**src/design/bcpc_pkg.sv**
```systemverilog
// shared types and constants for the bone chain pose composer
`timescale 1ns / 1ps
package bcpc_pkg;
  localparam int Bones    = 64;
  localparam int MaxDepth = 16;
  localparam int IdxW     = $clog2(Bones);
  localparam int DepW     = $clog2(MaxDepth + 1);
  localparam int SpW      = (MaxDepth > 1) ? $clog2(MaxDepth) : 1;
  localparam int QShift   = 14;
  localparam logic signed [15:0] QOne = 16'sd16384;

  typedef enum logic [1:0] {
    OP_ROT  = 2'd0,  // rotate offset, add to position
    OP_HAM  = 2'd1,  // hamilton product into rotation
    OP_INIT = 2'd2   // load identity
  } dp_op_t;

  typedef struct packed {
    logic   start;
    dp_op_t op;
  } dp_cmd_t;

  typedef struct packed {
    logic done;
  } dp_sts_t;

  // product of q2.14 with signed value, floor shift by 14, kept at 48 bits
  function automatic logic signed [47:0] qmul(input logic signed [15:0] a,
                                              input logic signed [31:0] b);
    logic signed [47:0] p;
    p = 48'(a) * 48'(b);
    return p >>> QShift;
  endfunction
endpackage

```
**src/design/bcpc_datapath.sv**
```systemverilog
// pose datapath: shared multiplier stepping through rotate and hamilton terms
`timescale 1ns / 1ps
module bcpc_datapath (
  input  logic                     clk,
  input  logic                     rst_n,
  input  bcpc_pkg::dp_cmd_t        cmd,
  output bcpc_pkg::dp_sts_t        sts,
  input  logic signed [31:0]       off_x,
  input  logic signed [31:0]       off_y,
  input  logic signed [31:0]       off_z,
  input  logic signed [15:0]       lt_x,
  input  logic signed [15:0]       lt_y,
  input  logic signed [15:0]       lt_z,
  input  logic signed [15:0]       lt_w,
  output logic signed [31:0]       pos_x,
  output logic signed [31:0]       pos_y,
  output logic signed [31:0]       pos_z,
  output logic signed [15:0]       rot_x,
  output logic signed [15:0]       rot_y,
  output logic signed [15:0]       rot_z,
  output logic signed [15:0]       rot_w
);
  // phase: rotate 0..5 first cross, 6..11 second cross, 12..14 w*t
  //        hamilton 0..15 terms
  logic [4:0] ph_r, ph_nxt;
  logic busy_r, busy_nxt;
  bcpc_pkg::dp_cmd_t lat_r;
  logic signed [31:0] p_r [3];
  logic signed [15:0] q_r [4];
  logic signed [31:0] t_r [3];
  logic signed [31:0] c_r [3];
  logic signed [15:0] h_r [4];
  logic signed [15:0] ma;
  logic signed [31:0] mb;
  logic signed [47:0] prod;
  logic sub;
  logic [1:0] dst;
  logic signed [31:0] vin [3];
  logic last;

  assign vin[0] = off_x; assign vin[1] = off_y; assign vin[2] = off_z;

  function automatic logic [1:0] nx(input logic [1:0] k);
    return (k == 2'd2) ? 2'd0 : k + 2'd1;
  endfunction
  function automatic logic [1:0] nx2(input logic [1:0] k);
    return (k == 2'd0) ? 2'd2 : k - 2'd1;
  endfunction

  // term selection
  always_comb begin
    logic [1:0] k;
    logic [4:0] j;
    logic [1:0] bs;
    logic signed [15:0] ta [4];
    logic signed [15:0] tb [4];
    ma = '0; mb = '0; sub = 1'b0; dst = '0; k = '0; j = '0; bs = '0;
    ta[0]=q_r[3]; ta[1]=q_r[0]; ta[2]=q_r[1]; ta[3]=q_r[2];
    tb[0]=lt_x; tb[1]=lt_y; tb[2]=lt_z; tb[3]=lt_w;
    if (lat_r.op == bcpc_pkg::OP_ROT) begin
      if (ph_r < 5'd12) begin
        j = (ph_r < 5'd6) ? ph_r : ph_r - 5'd6;
        k = j[2:1];
        dst = k;
        sub = j[0];
        // r[k] = u[k+1]*v[k+2] - u[k+2]*v[k+1]
        ma = q_r[j[0] ? nx2(k) : nx(k)];
        mb = (ph_r < 5'd6) ? vin[j[0] ? nx(k) : nx2(k)] : t_r[j[0] ? nx(k) : nx2(k)];
      end else begin
        dst = 2'(ph_r - 5'd12);
        ma = q_r[3];
        mb = t_r[dst];
      end
    end else begin
      // component ph[3:2], term ph[1:0]: ordering a_w, a_x, a_y, a_z
      dst = ph_r[3:2];
      unique case (ph_r[3:2])
        2'd0: begin
          bs = (ph_r[1:0] == 2'd0) ? 2'd0 : (ph_r[1:0] == 2'd1) ? 2'd3 :
               (ph_r[1:0] == 2'd2) ? 2'd2 : 2'd1;
          sub = (ph_r[1:0] == 2'd3);
        end
        2'd1: begin
          bs = (ph_r[1:0] == 2'd0) ? 2'd1 : (ph_r[1:0] == 2'd1) ? 2'd2 :
               (ph_r[1:0] == 2'd2) ? 2'd3 : 2'd0;
          sub = (ph_r[1:0] == 2'd1);
        end
        2'd2: begin
          bs = (ph_r[1:0] == 2'd0) ? 2'd2 : (ph_r[1:0] == 2'd1) ? 2'd1 :
               (ph_r[1:0] == 2'd2) ? 2'd0 : 2'd3;
          sub = (ph_r[1:0] == 2'd2);
        end
        default: begin
          bs = (ph_r[1:0] == 2'd0) ? 2'd3 : (ph_r[1:0] == 2'd1) ? 2'd0 :
               (ph_r[1:0] == 2'd2) ? 2'd1 : 2'd2;
          sub = (ph_r[1:0] != 2'd0);
        end
      endcase
      mb = 32'(tb[bs]);
      ma = ta[ph_r[1:0]];
    end
  end

  assign prod = bcpc_pkg::qmul(ma, mb);
  assign last = (lat_r.op == bcpc_pkg::OP_ROT) ? (ph_r == 5'd14) : (ph_r == 5'd15);

  always_comb begin
    busy_nxt = busy_r;
    ph_nxt = ph_r;
    if (cmd.start && cmd.op != bcpc_pkg::OP_INIT) begin
      busy_nxt = 1'b1; ph_nxt = '0;
    end else if (busy_r) begin
      ph_nxt = ph_r + 5'd1;
      if (last) busy_nxt = 1'b0;
    end
  end

  always_ff @(posedge clk) begin
    if (!rst_n) begin
      busy_r <= 1'b0;
      ph_r   <= '0;
      lat_r  <= '{start: 1'b0, op: bcpc_pkg::OP_INIT};
    end else begin
      busy_r <= busy_nxt;
      ph_r   <= ph_nxt;
      if (cmd.start) lat_r <= cmd;
    end
  end

  always_ff @(posedge clk) begin
    if (cmd.start && cmd.op == bcpc_pkg::OP_INIT) begin
      for (int i = 0; i < 3; i++) p_r[i] <= '0;
      q_r[0] <= '0; q_r[1] <= '0; q_r[2] <= '0; q_r[3] <= bcpc_pkg::QOne;
    end else if (cmd.start) begin
      for (int i = 0; i < 3; i++) c_r[i] <= '0;
      for (int i = 0; i < 4; i++) h_r[i] <= '0;
    end else if (busy_r) begin
      if (lat_r.op == bcpc_pkg::OP_ROT) begin
        if (ph_r < 5'd6) begin
          if (ph_r[0]) t_r[dst] <= 32'(c_r[dst] - 32'(prod)) <<< 1;
          else c_r[dst] <= 32'(prod);
        end else if (ph_r < 5'd12) begin
          if (ph_r[0]) c_r[dst] <= 32'(c_r[dst] - 32'(prod));
          else c_r[dst] <= 32'(prod);
        end else begin
          p_r[dst] <= p_r[dst] + vin[dst] + 32'(prod) + c_r[dst];
        end
      end else begin
        // all four components accumulate in h, rotation updated at the end
        if (last) begin
          q_r[0] <= h_r[0];
          q_r[1] <= h_r[1];
          q_r[2] <= h_r[2];
          q_r[3] <= h_r[3] - 16'(prod);
        end else begin
          h_r[dst] <= h_r[dst] + (sub ? -16'(prod) : 16'(prod));
        end
      end
    end
  end

  assign sts.done = busy_r && last;
  assign pos_x = p_r[0]; assign pos_y = p_r[1]; assign pos_z = p_r[2];
  assign rot_x = q_r[0]; assign rot_y = q_r[1]; assign rot_z = q_r[2];
  assign rot_w = q_r[3];
endmodule

```
**config.mk**
```make
export PLATFORM = sky130hd
export DESIGN_NAME = bcpc_datapath
export DESIGN_NICKNAME = d
export VERILOG_FILES = /design/src/design/bcpc_pkg.sv /design/src/design/bcpc_datapath.sv
export SDC_FILE = /design/constraint.sdc
export NUM_CORES = 2
export LEC_CHECK = 0
export ABC_AREA = 1
export BUFFER_PORTS_ARGS = -buffer_cell sky130_fd_sc_hd__buf_2
export CORE_MARGIN = 2
export CORE_UTILIZATION = 60
export DETAILED_ROUTE_END_ITERATION = 12
export GPL_TIMING_DRIVEN = 0
export PLACE_DENSITY = 0.8
export SYNTH_ARGS = -nofsm -noshare
export SYNTH_HDL_FRONTEND = slang
export SYNTH_SLANG_ARGS = --single-unit
```
**constraint.sdc**
```tcl
create_clock -name clk -period 35.7 [get_ports clk]
set_input_delay 7.14 -clock clk [delete_from_list [all_inputs] [get_ports clk]]
set_output_delay 7.14 -clock clk [all_outputs]
set_load 0.02 [all_outputs]
```
# After elaboration in Yosys (flattened, before gate mapping)
# Memory sizes are Yosys's and may differ from the RTL's.
# Cells that the tools add are included.
# word_totals
elab_cells	172
in_bits	165
ramBits	413
output_inout_bits	161
ff_bits	8
mem_count	5
# mem_list
name	words	width	rd	rd_ports_with_merged_regs	wr	line_no	source
c_r	3	32	1	0	3	bcpc_datapath.sv:31	logic signed [31:0] c_r [3];
p_r	3	32	4	0	3	bcpc_datapath.sv:28	logic signed [31:0] p_r [3];
t_r	3	31	2	0	1	bcpc_datapath.sv:30	logic signed [31:0] t_r [3];
h_r	4	16	5	0	4	bcpc_datapath.sv:32	logic signed [15:0] h_r [4];
q_r	4	16	5	0	4	bcpc_datapath.sv:29	logic signed [15:0] q_r [4];
# op_classes
muxes	112
n_addsub	12
eq_ne	10
n_bitwise	11
multipliers	1
magnitude_cmp	6
reduce_logical	12
# ops
operator	count
2-to-1 mux 32 bit	11
2-to-1 mux 16 bit	12
binary-select mux 32 bit (select 2 bit)	2
adder 32 bit	3
binary-select mux 16 bit (select 2 bit)	2
OR reduction 32 bit	2
2-to-1 mux 1 bit	60
multiplier 16 x 32 -> 46 bit	1
2-to-1 mux 2 bit	22
subtractor 32 bit	1
adder 16 bit	1
negator 16 bit	1
OR reduction 16 bit	1
subtractor 16 bit	1
greater-or-equal comparator 3 bit, second input constant	4
inverter 2 -> 3 bit	4
equality test 2 bit, second input constant	5
equality test 5 x 4 -> 1 bit, second input constant	2
logical NOT 2 bit	4
OR 1 bit	6
case mux 2 bit (3 select lines)	1
adder 5 x 1 -> 5 bit, second input constant	1
less-than comparator 5 x 3 -> 1 bit, second input constant	1
less-than comparator 5 x 4 -> 1 bit, second input constant	1
11 further kinds	15

# Logic depth before layout (Yosys ltp)
# logic_depth
word_depth	17
ltp_mapped	69

# Worst setup path after synthesis
# Ideal clock, no wire load.
# synth_path
path_kind	input -> register
from	in off_x[7]
to	mem p_r[0][31] (data pin)
path_buffers	1
cell_stages	53
setup_slack_ns	19.401
t_arrival_ns	16.039
required_time_ns	35.440
setup_time_ns	0.260
path_cell_list	or2_2 -> a31oi_1 -> inv_1 -> a31oi_1 -> inv_1 -> clkbuf_1 -> nand2_1 -> fa_1 -> inv_1 -> fa_1 -> fa_1 -> inv_1 -> fa_1 -> inv_1 -> fa_1 -> inv_1 -> fa_1 -> inv_1 -> [... 17 more ...] -> nand2_1 -> inv_1 -> nand2_1 -> nand2_1 -> a21oi_1 -> inv_1 -> a21oi_1 -> o21ai_1 -> a31oi_1 -> inv_1 -> a21oi_1 -> inv_1 -> a21oi_1 -> inv_1 -> a21oi_1 -> xnor2_1 -> or2_4 -> a21oi_1
# synth_lines
element	line_no	source
start, declared	bcpc_datapath.sv:8	input logic signed [31:0] off_x,
end, declared	bcpc_datapath.sv:28	

==> metrics.yaml <==
layout:
  mostFrequentLayoutCells: "inv_1, nand2_1, nor2_1, fa_1, edfxtp_1"
  area_growth_pct: 10.1
  layout.nets: 6774
  layout_commonest_cell: "inv_1"
  fin_area_um2: 51900
  drive_gt1_share_pct: 9.37
place:
  dpl.hpwl_mm: 141
  io_buffers: 325
  dpl-instance-area_um2: 50300
  gp_congestion: 1.06
synth:
  yosysSeqAreaShare_pct: 30.8
  synth_edf_count: 477
  yosys.area.top_type_share_pct: 30.4
  synth.distinct_cells: 74
  ys_warn_count: 0
  netlist_area_um2: 47100
  syn_area_per_cell_um2: 8.62
  ys.flop_type: "edfxtp_1"
  synth_fp_nets: 6385
  ys_ff_latch: 487
  synth_largest_area_cell: "edfxtp_1"
  yosys-top-cells-area: "edfxtp_1, fa_1, inv_1"
  ys_async_sr_fraction_pct: 0
  synth_cells: 5469
timing:
  hold_violations: 0
  worstMarginPinSlew_ns: 1.53
  fin_setup_tns_ns: 0
  finalClockSkew_ns: 0.0263
  min_period_over_period_pct: 54.4
  relSlewSlack_pct: -1.86
  setup_viol: 0
  final.min_clock_period_ns: 19.42
  fmax_mhz: 51.5
  rsz0062_at_grt: "no"
  drv_slew: 6
setup_path:
  cp_common_cell: "inv_1"
  r2r_setup_slack_ns: 19.42
  crit_path_max_fanout: 10
  cp.buffers_inverters: 13
  cp-start-kind: "input pin"
  critPathSlowestCell: "a221oi_1"
  end_kind: "flop"
  slowest_delay_ns: 0.84
  cp_data_required_time_ns: 36.16
  r2r-start: "ph_r[0]"
  worstSetupPathType: "input pin to flop"
  arrival_ns: 19.87
  worstRegToRegCells: 54
  cpLargestDelayFamily: "adder cells"
  reg2reg_to: "p_r[1][31]"
drt:
  drc: 0
  vias: 42800
  drtIter0Drc: 6040
  detail_route.wirelength_mm: 176
  vias_per_cell: 6.17
  drt_first_pass_iters: 9
  wl_per_cell_um: 25.3
  ant_nets: 0
floorplanning:
  pin_count: 326
  die_h_um: 284
  die_w_um: 284
  fp.coreArea_um2: 77600
  start_util_pct: 60.7
  num_rows: 102
  die_area_um2: 80800
hold_path:
  whs_path_depth: 2
  min_from: "lat_r[1]"
  hold_end: "lat_r[1]"
  min_path_type: "flop to flop"
cts:
  numCtsBuffers: 45
  cts-root-buf: "clkbuf_16"
  cts_resized: 0
  path_clk_slew_ns: 0.07
  holdBufCountCts: 0
  tritoncts: "done"
  clock_sinks: 487
  cts_setup_buffers: 0
  h-tree-depth: 2
  cts_max_path_buffers: 3
  clk_latency_ns: 0.62
grt:
  grt_max_degree: 65
  overflow: 0
  antenna_found_initial: 11
  grt_usage_pct: 43.2
  grt_pass1_wl_mm: 258
  grt_pass1_vias: 41900
job:
  drv_cap: 1
run_status:
  violations: "max-capacitance violations, max-slew violations"
  status: "finished with violations"
## worst max path at each step
stage	from	depth (start not counted)	end
final	lt_x[9]	45	p_r[1][31]
after global routing	lt_z[14]	46	p_r[2][31]
after CTS	lt_x[9]	52	p_r[1][31]
after detailed placement	lt_x[9]	52	p_r[1][31]
after global placement	lt_x[9]	44	p_r[1][31]
after floorplan	off_x[7]	53	p_r[0][31]
## worst register-to-register path: cells and delay by family (launching register included)
family / cells / cell delay (ns)
buffers and inverters: 19 / 4.33
DFF: 1 / 0.34
adders and majority gates: 11 / 5.04
xor gates and xnor gates: 1 / 0.23
AOI/OAI and AO/OA: 17 / 4.80
and+or+nand+nor: 6 / 1.33
## per-layer routing
layer | vias up | global-route usage (%) | part of all wire [%]
li1 | 18300 | - | -
met1 | 20300 | 54.0 | 34
met2 | 3476 | 66.9 | 44
met3 | 779 | 11.3 | 14
met4 | 14 | 28.0 | 8.1
met5 | - | 0 | 0.051
## stage by stage
stage / utilization (%) / std cells / hold WS [ns] / setup WS [ns]
6_report: 66.8 / 6939 / 0.504 / 16.28
5_1_grt: 66.8 / 6934 / 0.539 / 16.09
4_1_cts: 66.8 / 6933 / 0.491 / 16.77
3_5_place_dp: 64.9 / 6850 / 0.474 / 16.18
3_3_place_gp: 64.5 / 6834 / 0.472 / 16.01
2_1_floorplan: - / 5469 / 0.448 / 19.40
## state kept, by name, summed over array words and instances, names as in the netlist, named ones only
signal  cells
q_r        64
busy_r      1
t_r        93
c_r       128
p_r       128
h_r        64
ph_r        5
lat_r       2
## area by class of cell
type	count	area, um^2
multi-input cells	3775	28100
fillers	6418	25700
flip-flops and latches	487	14500
inverters	984	3690
repair buffers	342	1840
well taps	1040	1300
clock buffers	52	1170
plain buffers	223	878
clock inverters	31	319
diodes	5	12.5
## logic make-up after synthesis
logic type      synth area share [%]
xor+xnor                        2.36
flops                           30.8
fa+ha+maj                       28.5
simple gates                    17.6
compound gates                  10.9
mux                            0.191
buf+inv                         9.71
## cell usage after synthesis (27+ instances only)
library cell    n
inv_1         951
nand2_1       938
nor2_1        851
fa_1          536
edfxtp_1      477
a21oi_1       248
ha_1          215
o21ai_0       214
clkbuf_1      176
nand3_1       147
o22ai_1        97
xor2_1         68
a22oi_1        53
a31oi_1        44
xnor2_1        38
o221ai_1       36
buf_1          33
nand2_2        31
o21ai_1        31
nor3_1         27
Power is not shown: default switching activity piles up to over one toggle a cycle in this logic, so the estimate is an artifact.
